**src/rtl/mcpf_pkg.sv**
```systemverilog
// Package: constants, opcodes and helpers of the motor command packet framer.
`timescale 1ns / 1ps
package mcpf_pkg;

	localparam int CMD_W     = 2;
	localparam int BYTE_W    = 8;
	localparam int VOLT_W    = 13;
	localparam int FRAME_MAX = 9;
	localparam int CNT_W     = $clog2(FRAME_MAX + 1);

	// Command codes
	localparam logic [CMD_W-1:0] CMD_SPEED = 2'd0;
	localparam logic [CMD_W-1:0] CMD_BAUD  = 2'd1;
	localparam logic [CMD_W-1:0] CMD_MIN_V = 2'd2;
	localparam logic [CMD_W-1:0] CMD_MAX_V = 2'd3;

	// Protocol opcodes and the bauding byte
	localparam logic [BYTE_W-1:0] OP_M1_FWD = 8'd0;
	localparam logic [BYTE_W-1:0] OP_M1_REV = 8'd1;
	localparam logic [BYTE_W-1:0] OP_MIN_V  = 8'd2;
	localparam logic [BYTE_W-1:0] OP_MAX_V  = 8'd3;
	localparam logic [BYTE_W-1:0] OP_M2_FWD = 8'd4;
	localparam logic [BYTE_W-1:0] OP_M2_REV = 8'd5;
	localparam logic [BYTE_W-1:0] BAUD_BYTE = 8'hAA;

	localparam logic [BYTE_W-1:0] DEV_ADDR_RESET = 8'd128;
	localparam logic [BYTE_W-1:0] MAG_MAX        = 8'd127;
	localparam logic [BYTE_W-1:0] SPEED_MIN      = 8'h80;
	localparam logic [BYTE_W-1:0] DATA_SAT       = 8'd255;

	// Voltage scaling: 6 V floor, 20 cV per step; max scale 512/10000
	localparam logic [VOLT_W-1:0] MIN_V_FLOOR = 13'd600;
	localparam logic [VOLT_W-1:0] MAX_V_SAT   = 13'd5000;
	localparam logic [11:0]       RECIP_5     = 12'd3277;   // 2^14 / 5, rounded up
	localparam logic [17:0]       RECIP_625   = 18'd214749; // 2^27 / 625, rounded up

	// Register map
	localparam int          PADDR_W       = 2;
	localparam int          PDATA_W       = 32;
	localparam logic [PADDR_W-1:0] ADDR_DEV_ADDR = 2'd0;

	typedef logic [BYTE_W-1:0] byte_t;

	// Packet checksum: low seven bits of address + opcode + data
	function automatic byte_t checksum(input byte_t addr, input byte_t op, input byte_t data);
		byte_t sum;
		sum = addr + op + data;
		return sum & 8'h7F;
	endfunction

	// Speed magnitude clamped to 127
	function automatic byte_t speed_mag(input byte_t spd);
		byte_t mag;
		if (!spd[BYTE_W-1]) begin
			mag = spd;
		end else if (spd == SPEED_MIN) begin
			mag = MAG_MAX;
		end else begin
			mag = 8'd0 - spd;
		end
		return mag;
	endfunction

endpackage

```
**src/rtl/motor_command_packet_framer_top.sv**
```systemverilog
// Top level: turns one motor command into the byte stream of a two-motor driver packet protocol.
`timescale 1ns / 1ps
// Usage
//   s_* channel takes one command per beat; m_* channel gives one byte per beat,
//   with m_tlast on the final byte of each command.
//   A speed command gives 9 bytes (bauding byte, left packet, right packet), bauding
//   only gives 1 byte, a voltage command gives one 4-byte packet.
//   The first byte is on m_tdata in the cycle after the command beat.
//   The output gives one byte per cycle while the receiver does not stall; the frame
//   shift register holding the bytes sets this rate.
//   The next command is taken in the same cycle in which the last byte of the current
//   one is taken, so commands follow without a gap.
//   When the receiver stalls, the current byte and frame hold and s_tready stays low
//   until the final byte goes. Reset clears the byte count (no output), both stored
//   speeds to 0 and the device address register to 128. The user must write the
//   address through the APB port only while idle; it is not enforced.
module motor_command_packet_framer_top (
	input  logic                            clk,
	input  logic                            arst_n,
	// APB configuration port
	input  logic                            psel,
	input  logic                            penable,
	input  logic                            pwrite,
	input  logic [mcpf_pkg::PADDR_W-1:0]    paddr,
	input  logic [mcpf_pkg::PDATA_W-1:0]    pwdata,
	output logic [mcpf_pkg::PDATA_W-1:0]    prdata,
	output logic                            pready,
	// Command input
	input  logic                            s_tvalid,
	output logic                            s_tready,
	// [7:0] left_speed_cmd, [15:8] right_speed_cmd, [16] left_forward,
	// [17] right_forward, [30:18] voltage_cv, [31] zero
	input  logic [31:0]                     s_tdata,
	// [1:0] cmd
	input  logic [mcpf_pkg::CMD_W-1:0]      s_tuser,
	// Byte output
	output logic                            m_tvalid,
	input  logic                            m_tready,
	// [7:0] tx_byte, [15:8] left_now, [23:16] right_now
	output logic [23:0]                     m_tdata,
	output logic                            m_tlast
);
	import mcpf_pkg::*;

	logic [CMD_W-1:0]  in_cmd;
	byte_t             in_left;
	byte_t             in_right;
	logic              in_left_fwd;
	logic              in_right_fwd;
	logic [VOLT_W-1:0] in_cv;

	byte_t             dev_addr_q;
	byte_t             left_q;
	byte_t             right_q;
	byte_t             frame_q [FRAME_MAX];
	logic [CNT_W-1:0]  rem_q;

	byte_t             frame_d [FRAME_MAX];
	logic [CNT_W-1:0]  len_d;
	byte_t             left_d;
	byte_t             right_d;
	byte_t             op_l;
	byte_t             op_r;
	byte_t             mag_l;
	byte_t             mag_r;
	logic [VOLT_W-1:0] min_x;
	logic [22:0]       min_prod;
	logic [8:0]        min_q;
	logic [30:0]       max_prod;
	logic [8:0]        max_q;
	byte_t             vop;
	byte_t             vdata;

	logic              cfg_wr;
	logic              in_fire;
	logic              out_fire;

	// Unpack the command beat
	assign in_cmd       = s_tuser;
	assign in_left      = s_tdata[7:0];
	assign in_right     = s_tdata[15:8];
	assign in_left_fwd  = s_tdata[16];
	assign in_right_fwd = s_tdata[17];
	assign in_cv        = s_tdata[30:18];

	// Configuration register access
	assign pready = 1'b1;
	assign cfg_wr = psel && penable && pwrite && pready && (paddr == ADDR_DEV_ADDR);
	assign prdata = (paddr == ADDR_DEV_ADDR) ? {{(PDATA_W-BYTE_W){1'b0}}, dev_addr_q}
	                                         : '0;

	always_ff @(posedge clk or negedge arst_n) begin
		if (!arst_n) begin
			dev_addr_q <= DEV_ADDR_RESET;
		end else if (cfg_wr) begin
			dev_addr_q <= pwdata[BYTE_W-1:0];
		end
	end

	// Handshakes: take a command when the frame is empty or its final byte leaves
	assign m_tvalid = (rem_q != '0);
	assign out_fire = m_tvalid && m_tready;
	assign s_tready = (rem_q == '0) || ((rem_q == CNT_W'(1)) && m_tready);
	assign in_fire  = s_tvalid && s_tready;

	// Apply direction flags (negate with 8-bit wrap)
	always_comb begin
		left_d  = in_left_fwd  ? in_left  : 8'd0 - in_left;
		right_d = in_right_fwd ? in_right : 8'd0 - in_right;
		op_l    = left_d[BYTE_W-1]  ? OP_M2_REV : OP_M2_FWD;
		op_r    = right_d[BYTE_W-1] ? OP_M1_REV : OP_M1_FWD;
		mag_l   = speed_mag(left_d);
		mag_r   = speed_mag(right_d);
	end

	// Minimum voltage: (max(cv, 600) - 600) / 20 as (x >> 2) * recip(5)
	always_comb begin
		min_x    = (in_cv < MIN_V_FLOOR) ? '0 : in_cv - MIN_V_FLOOR;
		min_prod = 23'(min_x[VOLT_W-1:2]) * 23'(RECIP_5);
		min_q    = min_prod[22:14];
	end

	// Maximum voltage: cv * 32 / 625 via reciprocal, saturate from 50 V up
	always_comb begin
		max_prod = 31'(in_cv) * 31'(RECIP_625);
		max_q    = max_prod[30:22];
	end

	// Voltage packet opcode and data byte
	always_comb begin
		if (in_cmd == CMD_MIN_V) begin
			vop   = OP_MIN_V;
			vdata = (min_q > 9'(DATA_SAT)) ? DATA_SAT : min_q[BYTE_W-1:0];
		end else begin
			vop   = OP_MAX_V;
			vdata = (in_cv >= MAX_V_SAT || max_q > 9'(DATA_SAT)) ? DATA_SAT
			                                                      : max_q[BYTE_W-1:0];
		end
	end

	// Build the frame for the incoming command
	always_comb begin
		for (int i = 0; i < FRAME_MAX; i++) begin
			frame_d[i] = '0;
		end
		unique case (in_cmd)
			CMD_SPEED: begin
				len_d      = CNT_W'(9);
				frame_d[0] = BAUD_BYTE;
				frame_d[1] = dev_addr_q;
				frame_d[2] = op_l;
				frame_d[3] = mag_l;
				frame_d[4] = checksum(dev_addr_q, op_l, mag_l);
				frame_d[5] = dev_addr_q;
				frame_d[6] = op_r;
				frame_d[7] = mag_r;
				frame_d[8] = checksum(dev_addr_q, op_r, mag_r);
			end
			CMD_BAUD: begin
				len_d      = CNT_W'(1);
				frame_d[0] = BAUD_BYTE;
			end
			CMD_MIN_V, CMD_MAX_V: begin
				len_d      = CNT_W'(4);
				frame_d[0] = dev_addr_q;
				frame_d[1] = vop;
				frame_d[2] = vdata;
				frame_d[3] = checksum(dev_addr_q, vop, vdata);
			end
			default: begin
				len_d = '0;
			end
		endcase
	end

	// Frame byte count and stored speeds
	always_ff @(posedge clk or negedge arst_n) begin
		if (!arst_n) begin
			rem_q   <= '0;
			left_q  <= '0;
			right_q <= '0;
		end else begin
			if (in_fire) begin
				rem_q <= len_d;
				if (in_cmd == CMD_SPEED) begin
					left_q  <= left_d;
					right_q <= right_d;
				end
			end else if (out_fire) begin
				rem_q <= rem_q - CNT_W'(1);
			end
		end
	end

	// Frame shift register: load on a command, advance on each output beat
	always_ff @(posedge clk) begin
		if (in_fire) begin
			frame_q <= frame_d;
		end else if (out_fire) begin
			for (int i = 0; i < FRAME_MAX - 1; i++) begin
				frame_q[i] <= frame_q[i+1];
			end
		end
	end

	assign m_tdata = {right_q, left_q, frame_q[0]};
	assign m_tlast = (rem_q == CNT_W'(1));

endmodule

```
**config.mk**
```make
export PLATFORM = sky130hd
export DESIGN_NAME = motor_command_packet_framer_top
export DESIGN_NICKNAME = d
export VERILOG_FILES = /design/src/rtl/mcpf_pkg.sv /design/src/rtl/motor_command_packet_framer_top.sv
export SDC_FILE = /design/constraint.sdc
export NUM_CORES = 1
export LEC_CHECK = 0
export ABC_CLOCK_PERIOD_IN_PS = 2500
export BUFFER_PORTS_ARGS = -buffer_cell sky130_fd_sc_hd__buf_2
export CAP_MARGIN = 10
export CORE_ASPECT_RATIO = 0.8
export CORE_MARGIN = 2
export CORE_UTILIZATION = 40
export CTS_BUF_LIST = sky130_fd_sc_hd__clkbuf_16
export CTS_CLUSTER_DIAMETER = 50
export DETAILED_ROUTE_END_ITERATION = 10
export GPL_TIMING_DRIVEN = 0
export RECOVER_POWER = 25
export REMOVE_ABC_BUFFERS = 1
export SYNTH_ARGS = -nofsm -noshare
export SYNTH_HDL_FRONTEND = slang
export SYNTH_SLANG_ARGS = --single-unit
```
**constraint.sdc**
```tcl
create_clock -name clk -period 2.5 [get_ports clk]
set_input_delay 0.125 -clock clk [delete_from_list [all_inputs] [get_ports clk]]
set_output_delay 0.125 -clock clk [all_outputs]
set_load 0.05 [all_outputs]
```
==> flow_summary_export.csv, run 1 <==
group,metric,value,unit
logic_synthesis,synth_compound_area_frac,0.124,
timing,tightest_slew,1.70,ns
clock_network,cts_inserted_buffers,9,
critical_path,cp.required,2.60,ns
timing,finalClockSkew,0.00839,ns
critical_path,critPathCaptureType,"flop",
clock_network,cts.sinks,99,
final_layout,final_cell_mix,"inv_1 (197), ha_1 (167), fa_1 (109), nand2_1 (94), buf_4 (88)",
pwr,power.net_switching,9630,µW
routing,vias,9666,
floorplan,core_area,0.0313,mm²
floorplan,fp-row-count,58,
pwr,p_sw_frac,0.504,
placement,place_area,0.0133,mm²
routing,drtIter0Drc,550,
critical_path,critPathMaxStageDelay,0.56,ns
logic_synthesis,synthesis.area,0.0126,mm²
routing,wl_per_cell,17.0,µm
clock_network,root_buffer,"clkbuf_16",
logic_synthesis,synth_top_flop_cell,"edfxtp_1",
routing,totalWireLength,32200,µm
floorplan,ios,135,
routing,drt_first_pass_iters,5,
final_layout,final_layout_size_suffix_gt1_frac,0.256,
critical_path,cp_slowest_cell,"fa_1",
run_status,status,"finished, violations left",
final_layout,diodes,0,
critical_path,reg2reg_setup_slack,-0.20,ns
critical_path,startpoint_type,"input pin",
pwr,seq_power_share,0.135,
timing,setup-violations-final,23,
timing,fmax,0.151,GHz
global_route,grt_overflow,0,
pwr,internal-power,9480,µW
routing,drc,0,
logic_synthesis,yosysWarnings,0,
logic_synthesis,synth_seq_cells,99,
clock_network,cts_tree,"built",
floorplan,die_w,203,µm
clock_network,clock_path_buffers,2,
clock_network,htree_levels,3,
clock_network,clkTransAtPathRegs,0.07,ns
logic_synthesis,ys_seq_area_frac,0.224,
timing,fin_ws,-4.12,ns
routing,viasPerCell,5.12,
logic_synthesis,async_flop_share,0.283,
logic_synthesis,synth_xor_area_frac,0.0450,
final_layout,nNetsFinal,1855,
timing,drv_slew,29,
pwr,power_frac_comb,0.791,
timing,tns,-51.70,ns
logic_synthesis,synth_edf_count,71,
final_layout,design_area,0.0157,mm²
global_route,grt_pass1_vias,9568,
timing,timing.hold.ws,0.000318,ns
pwr,leakage,0.00733,µW
timing,min_period,6.62,ns
global_route,grt_pass1_wl,50900,µm
logic_synthesis,synth-adder-area-share,0.385,
timing,relSlewSlack,-0.131,
placement,hpwl,24300,µm
global_route,grt_use_total,0.195,
run_status,violations,"capacitance limit, slew limit, setup timing",
pwr,ir_drop,0.000632,V
floorplan,dieArea,0.0330,mm²
final_layout,final_common_cell,"inv_1",
floorplan,initial_core_util,0.404,
timing,period_share,2.65,
critical_path,reg2reg_depth,11,
logic_synthesis,synth_area_per_cell,9.72,µm²
min_path,hold_depth,2,
floorplan,die_y,163,µm
pwr,clkPwrFrac,0.073,
critical_path,critical_path_class,"input pin to flop",
logic_synthesis,yosys.area_share.simple,0.110,
placement,place.gp.congestion,0.849,
final_layout,area_delta_synth_final,24.1,%
min_path,worst_hold_path_type,"input pin to flop",
pwr,total_power,19100,µW
logic_synthesis,synth_top_family_by_area,"adder cells",
placement,port-buffer-count,84,
critical_path,cpMostUsedCell,"ha_1",
timing,finalHoldViolations,0,
logic_synthesis,synth_cell_types,85,
global_route,grt_antenna_before_repair,0,
logic_synthesis,synthCells,1300,
clock_network,clock_latency,0.35,ns
critical_path,path_max_fanout,6,
logic_synthesis,synthMuxAreaShare,0.0123,
pwr,power_density,1220,mW/mm²
routing,ant_nets,0,
run,maxCapViolCount,1,
timing,rsz0062_at_grt,"yes",
critical_path,cp.arrival,6.73,ns
global_route,grt_max_degree,53,
power groups by stage:
stage,Clock [µW],Combinational [µW],Sequential (µW)
after floorplan,0,8990,3040
after global placement,0,12200,2620
after detailed placement,0,12500,2610
after CTS,1410,14000,2580
after global routing,1490,16800,2640
final,1400,15100,2590
area by class of cell:
type / instances / area, µm²
fillers: 2788 / 15600
multi-input cells: 937 / 9660
flip-flops and latches: 99 / 2830
repair buffers: 190 / 1480
inverters: 226 / 900
well taps: 420 / 526
clock buffers: 9 / 225
clock inverters: 7 / 61.3
synth_stat cells (8+ instances only):
cell type,n,share of area
clkbuf_1,16,0.0048
a22o_1,10,0.0069
xor2_1,16,0.011
xnor2_1,42,0.029
nand2_1,102,0.030
nor2_1,66,0.020
nand3_1,17,0.0067
o31ai_1,10,0.0059
nor3_1,22,0.0087
a21oi_1,54,0.021
dfrtp_1,27,0.053
a31oi_1,9,0.0045
a21o_1,17,0.010
mux2_2,9,0.0080
nor2b_1,8,0.0040
edfxtp_1,71,0.17
o211ai_1,9,0.0053
inv_1,223,0.066
and2_1,19,0.0094
ha_1,197,0.20
fa_1,120,0.19
o21ai_0,60,0.024
nand4_1,9,0.0045
buf_4,35,0.021
layer usage:
metal,routed length [µm],global-route usage
met1,15500,0.292
met2,15000,0.307
met3,1420,0.0250
met4,319,0.0289
met5,0,0
timing repair:
action                                 4_1_cts  5_1_grt
buffers inserted                            71       36
endpoints found under the hold margin       28        0
setup endpoints to repair                   59       62
gates resized for setup                    205       80
hold buffers                                 2        0
pin swaps                                  102       95
stage by stage:
stage / util / setup slack, ns / instances
2_1_floorplan: - / -4.84 / 1262
3_3_place_gp: 0.424 / -6.11 / 1766
4_1_cts: 0.482 / -4.17 / 1857
5_1_grt: 0.501 / -4.47 / 1888
6_report: 0.501 / -4.12 / 1888
3_5_place_dp: 0.427 / -6.12 / 1770
flip-flops by register name (all words and copies together), names as in the netlist:
signal      flops
left_q          8
dev_addr_q      8
m_tdata         8
rem_q           4
right_q         8
frame_q        63
critical path, delay by kind of cell:
kind / cells / cell delay, ns
AO/OA/AOI/OAI: 10 / 1.57
XOR/XNOR: 2 / 0.18
adder cells (fa/ha/maj): 10 / 3.19
buffers and inverters: 7 / 0.58
multiplexers: 1 / 0.26
AND/OR/NAND/NOR: 5 / 0.82
kinds of logic (layout without fill, tap and decap cells):
logic type,count (synthesis),count (layout)
AOI/OAI and AO/OA,234,234
xor gates and xnor gates,61,61
adders and majority gates,317,317
buffers and inverters,287,432
DFF,99,99
muxes,14,14
other,2,25
and+or+nand+nor,286,286
path summary, 6_finish.rpt:
| check | from | end |
|---|---|---|
| worst max-delay path | s_tdata[23] | frame_q[45] |
| worst min-delay path | pwdata[4] | dev_addr_q[4] |
| worst max register to register | dev_addr_q[1] | frame_q[45] |
| worst min register to register | right_q[3] | right_q[3] |
| max in group asynchronous | arst_n | left_q[3] |
| min in group asynchronous | arst_n | right_q[2] |
Power figures use the tool's default switching activity.
==> inputs of run 2 (changes only) <==
Settings changed: CORE_UTILIZATION 40 to 56, PLACE_DENSITY set to 0.8.
==> flow_summary_export.csv, run 2 (same netlist as run 1, synthesis figures left out) <==
group,metric,value,unit
run_status,status,"finished, violations left",
run_status,violations,"capacitance limit, slew limit, setup timing",
floorplan,dieArea,0.0238,mm²
critical_path,path_max_fanout,4,
placement,dpl.cell_count,1655,
critical_path,crit_path_start,"s_tdata[23]",
clock_network,cts.sinks,99,
routing,drt_first_pass_iters,6,
routing,ant_nets,0,
clock_network,cts_tree,"built",
final_layout,final_cell_mix,"inv_1 (200), ha_1 (174), fa_1 (110), nand2_1 (96), buf_4 (84)",
floorplan,core_area,0.0223,mm²
timing,finalHoldViolations,0,
final_layout,area_delta_synth_final,19.8,%
timing,fin_ws,-4.59,ns
clock_network,clock_path_buffers,2,
pwr,p_sw_frac,0.513,
critical_path,regToRegEndpoint,"frame_q[46]",
pwr,power_frac_comb,0.791,
critical_path,cpMostUsedCell,"ha_1",
timing,finalClockSkew,0.00840,ns
timing,setup-violations-final,24,
pwr,power_density,1310,mW/mm²
global_route,grt_max_degree,49,
final_layout,nNetsFinal,1840,
final_layout,design_area,0.0151,mm²
run,maxCapViolCount,2,
final_layout,seq_area,0.00283,mm²
routing,viasPerCell,5.99,
floorplan,ios,135,
timing,min_period,7.09,ns
clock_network,cts_inserted_buffers,9,
global_route,grt_use_total,0.284,
min_path,worst_hold_path_type,"input pin to flop",
critical_path,critical_path_class,"input pin to flop",
critical_path,reg2reg_depth,12,
final_layout,final_cells,1759,
critical_path,setup.worst_path.end,"frame_q[46]",
timing,tns,-56.61,ns
pwr,leakage,0.00722,µW
critical_path,critPathMaxStageDelay,0.55,ns
global_route,grt_overflow,0,
timing,tightest_slew,1.78,ns
global_route,grt_pass1_vias,10400,
pwr,seq_power_share,0.132,
routing,vias,10500,
timing,period_share,2.84,
final_layout,top_register,"frame_q",
critical_path,r2r-start,"dev_addr_q[1]",
placement,place_area,0.0132,mm²
global_route,grt_pass1_wl,53100,µm
final_layout,multi_input_area,0.00943,mm²
global_route,grt_antenna_before_repair,0,
placement,hpwl,23600,µm
final_layout,largest_register_ffs,63,
placement,place.gp.congestion,0.927,
routing,totalWireLength,35800,µm
floorplan,initial_core_util,0.566,
routing,drtIter0Drc,1166,
clock_network,root_buffer,"clkbuf_16",
clock_network,clkTransAtPathRegs,0.07,ns
clock_network,clock_latency,0.35,ns
pwr,internal-power,9650,µW
routing,wl_per_cell,20.4,µm
final_layout,final_common_cell,"inv_1",
floorplan,fp-row-count,49,
floorplan,die_y,138,µm
min_path,hp-start,"pwdata[6]",
final_layout,final_layout_size_suffix_gt1_frac,0.235,
routing,drc,0,
placement,port-buffer-count,84,
final_layout,diodes,0,
critical_path,startpoint_type,"input pin",
floorplan,die_w,172,µm
timing,rsz0062_at_grt,"yes",
critical_path,critPathCaptureType,"flop",
timing,relSlewSlack,-0.184,
pwr,clkPwrFrac,0.077,
critical_path,cp.required,2.59,ns
clock_network,htree_levels,3,
timing,drv_slew,44,
critical_path,reg2reg_setup_slack,-0.48,ns
timing,fmax,0.141,GHz
critical_path,cp_slowest_cell,"fa_1",
final_layout,fillers,1538,
pwr,ir_drop,0.000805,V
critical_path,cp.arrival,7.18,ns
pwr,power.net_switching,10200,µW
[run 2: metrics by stage]
stage	setup slack [ns]	power [µW]	util	hold WS, ns
floorplan	-4.84	12000	-	-0.171
global placement	-6.01	14600	0.588	0.200
detailed placement	-6.18	15000	0.591	0.220
CTS	-4.28	17900	0.658	0.00204
global route	-4.71	21300	0.678	0.00945
finish	-4.59	19800	0.678	0.00494
[run 2: power by group through the flow]
stage	Sequential, µW	Clock, µW	Combinational [µW]
global route	2650	1590	17000
detailed placement	2610	0	12400
global placement	2600	0	12000
finish	2620	1530	15700
CTS	2580	1520	13800
floorplan	3040	0	8990
[run 2: worst min path at each step]
stage	slack, ns	cells past startpoint	to
floorplan	-0.17	0	dev_addr_q[0]
global placement	0.20	1	right_q[2]
detailed placement	0.22	1	right_q[2]
CTS	0.002	2	dev_addr_q[6]
global route	0.009	2	dev_addr_q[6]
finish	0.005	2	dev_addr_q[6]
[run 2: timing repair]
action,4_1_cts,5_1_grt
resized for setup,166,62
endpoints found under the hold margin,27,0
hold buffers,1,0
cloned,0,1
pin swaps,74,68
setup buffers,60,30
endpoints found under the setup margin,64,58
[run 2: cell type report]
type,count,area share
timing repair buffer,174,0.0834
sequential,99,0.187
clock inverter,7,0.00604
multi-input combinational,938,0.624
inverter,226,0.0594
tap,306,0.0253
clock buffer,9,0.0149
[run 2: routing by layer]
layer  track usage  wire length, µm
met1         0.387            14100
met2         0.470            17300
met3        0.0538             3070
met4        0.0699             1360
met5             0                0
[run 2: worst max-delay path, delay by kind of cell]
kind,cells,cell delay [ns]
and+or+nand+nor,4,0.94
muxes,1,0.37
adders and majority gates,9,2.75
buffers and inverters,5,0.56
AOI/OAI and AO/OA,13,1.98
xor gates and xnor gates,2,0.45
==> inputs of run 3 (changes only) <==
Settings changed: CORE_ASPECT_RATIO 0.8 to unset, CORE_UTILIZATION 56 to 40, PLACE_DENSITY 0.8 to unset.
==> flow_summary_export.csv, run 3 (same netlist as run 1, synthesis figures left out) <==
group,metric,value,unit
timing,setup-violations-final,23,
final_layout,largest_register_ffs,63,
timing,drv_slew,29,
critical_path,path_max_fanout,4,
routing,totalWireLength,31300,µm
routing,drt_first_pass_iters,6,
final_layout,final_cells,1861,
global_route,grt_pass1_vias,10000,
placement,place.gp.congestion,0.866,
final_layout,fillers,2811,
critical_path,critPathMaxStageDelay,0.55,ns
timing,tightest_slew,1.70,ns
global_route,grt_use_total,0.194,
global_route,grt_pass1_wl,51000,µm
routing,top_layer,"met4",
final_layout,utilization,0.490,
timing,fmax,0.145,GHz
critical_path,r2r-start,"dev_addr_q[1]",
routing,vias,9720,
floorplan,die_y,182,µm
critical_path,cp_slowest_cell,"fa_2",
final_layout,final_layout_size_suffix_gt1_frac,0.239,
routing,met3_length,1400,µm
critical_path,startpoint_type,"input pin",
final_layout,final_cell_mix,"inv_1 (201), ha_1 (174), fa_1 (112), nand2_1 (95), buf_4 (84)",
floorplan,die_w,182,µm
pwr,leakage,0.00725,µW
placement,place_area,0.0133,mm²
timing,timing.hold.ws,0.00550,ns
critical_path,reg2reg_depth,11,
floorplan,core_area,0.0313,mm²
routing,m1WireLength,13900,µm
floorplan,initial_core_util,0.403,
final_layout,top_register,"frame_q",
timing,min_period,6.91,ns
critical_path,reg2reg_setup_slack,-0.27,ns
critical_path,setup.worst_path.end,"frame_q[45]",
critical_path,critPathCaptureType,"flop",
final_layout,diodes,0,
routing,drc,0,
global_route,grt_max_degree,48,
timing,period_share,2.77,
clock_network,cts_tree,"built",
critical_path,cp.arrival,7.01,ns
clock_network,cts.sinks,99,
clock_network,clock_latency,0.35,ns
placement,dpl.cell_count,1751,
run,maxCapViolCount,1,
floorplan,dieArea,0.0330,mm²
placement,dp_slack,-6.28,ns
global_route,grt_overflow,0,
floorplan,fp-row-count,65,
routing,viasPerCell,5.22,
routing,drtIter0Drc,593,
run_status,violations,"capacitance limit, slew limit, setup timing",
final_layout,design_area,0.0153,mm²
clock_network,htree_levels,3,
placement,port-buffer-count,84,
clock_network,root_buffer,"clkbuf_16",
timing,fin_ws,-4.41,ns
timing,finalHoldViolations,0,
timing,finalClockSkew,0.00919,ns
pwr,power_density,1240,mW/mm²
critical_path,regToRegEndpoint,"frame_q[45]",
min_path,hold_depth,2,
clock_network,cts_inserted_buffers,9,
critical_path,cpMostUsedCell,"ha_4",
routing,ant_nets,0,
final_layout,nNetsFinal,1846,
critical_path,critical_path_class,"input pin to flop",
critical_path,cp.required,2.60,ns
clock_network,clkTransAtPathRegs,0.07,ns
run_status,status,"finished, violations left",
final_layout,final_common_cell,"inv_1",
min_path,worst_hold_path_type,"input pin to flop",
routing,wl_per_cell,16.8,µm
routing,met2_length,15400,µm
floorplan,ios,135,
global_route,grt_antenna_before_repair,0,
placement,hpwl,23900,µm
pwr,ir_drop,0.000642,V
clock_network,clock_path_buffers,2,
timing,relSlewSlack,-0.131,
critical_path,crit_path_start,"s_tdata[23]",
timing,rsz0062_at_grt,"yes",
final_layout,area_delta_synth_final,21.5,%
## run 3: per-layer routing
| layer | GRT usage | vias up |
|---|---|---|
| met2 | 0.336 | 250 |
| met5 | 0 | - |
| li1 | - | 4625 |
| met4 | 0.0455 | 0 |
| met1 | 0.257 | 4797 |
| met3 | 0.0283 | 48 |
## run 3: cell type report
type,instances,area (µm²),share of cell area
clock inverters,7,42.5,0.00277
repair buffers,180,1320,0.0859
inverters,226,896,0.0584
multi-input cells,937,9520,0.620
well taps,402,503,0.0328
flip-flops and latches,99,2830,0.185
clock buffers,9,225,0.0147
repair inverters,1,6.26,0.000408
## run 3: worst max-delay path, delay by kind of cell
kind / cells / cell delay (ns)
adders and majority gates: 10 / 3.31
xor gates and xnor gates: 2 / 0.22
AOI/OAI and AO/OA: 10 / 1.79
muxes: 1 / 0.29
buffers and inverters: 9 / 0.77
and+or+nand+nor: 5 / 0.49
## run 3: through the flow
stage	total power (µW)	setup TNS, ns
finish	19000	-54.78
floorplan	12000	-193.97
global route	20800	-59.84
detailed placement	15100	-107.37
CTS	17800	-54.19
global placement	14800	-275.64
## run 3: worst min-delay path by stage
stage / startpoint / end / slack, ns
after floorplan: arst_n / dev_addr_q[0] / -0.17
after global placement: arst_n / right_q[3] / 0.21
after detailed placement: arst_n / right_q[3] / 0.22
after CTS: pwdata[1] / dev_addr_q[1] / 0.001
after global routing: pwdata[1] / dev_addr_q[1] / 0.02
final: pwdata[1] / dev_addr_q[1] / 0.005
## run 3: repair_timing
item,4_1_cts,5_1_grt
hold buffers,2,0
pin swaps,94,99
setup endpoints to repair,64,26
cloned,1,0
setup buffers,58,37
hold endpoints to repair,28,0
resized for setup,170,66
## run 3: where the power goes
group / internal [µW] / leakage [µW] / switching [µW]
Combinational: 6270 / 0.00606 / 8790
Clock: 673 / 0.000143 / 632
Sequential: 2340 / 0.00105 / 242
Total: 9290 / 0.00725 / 9660
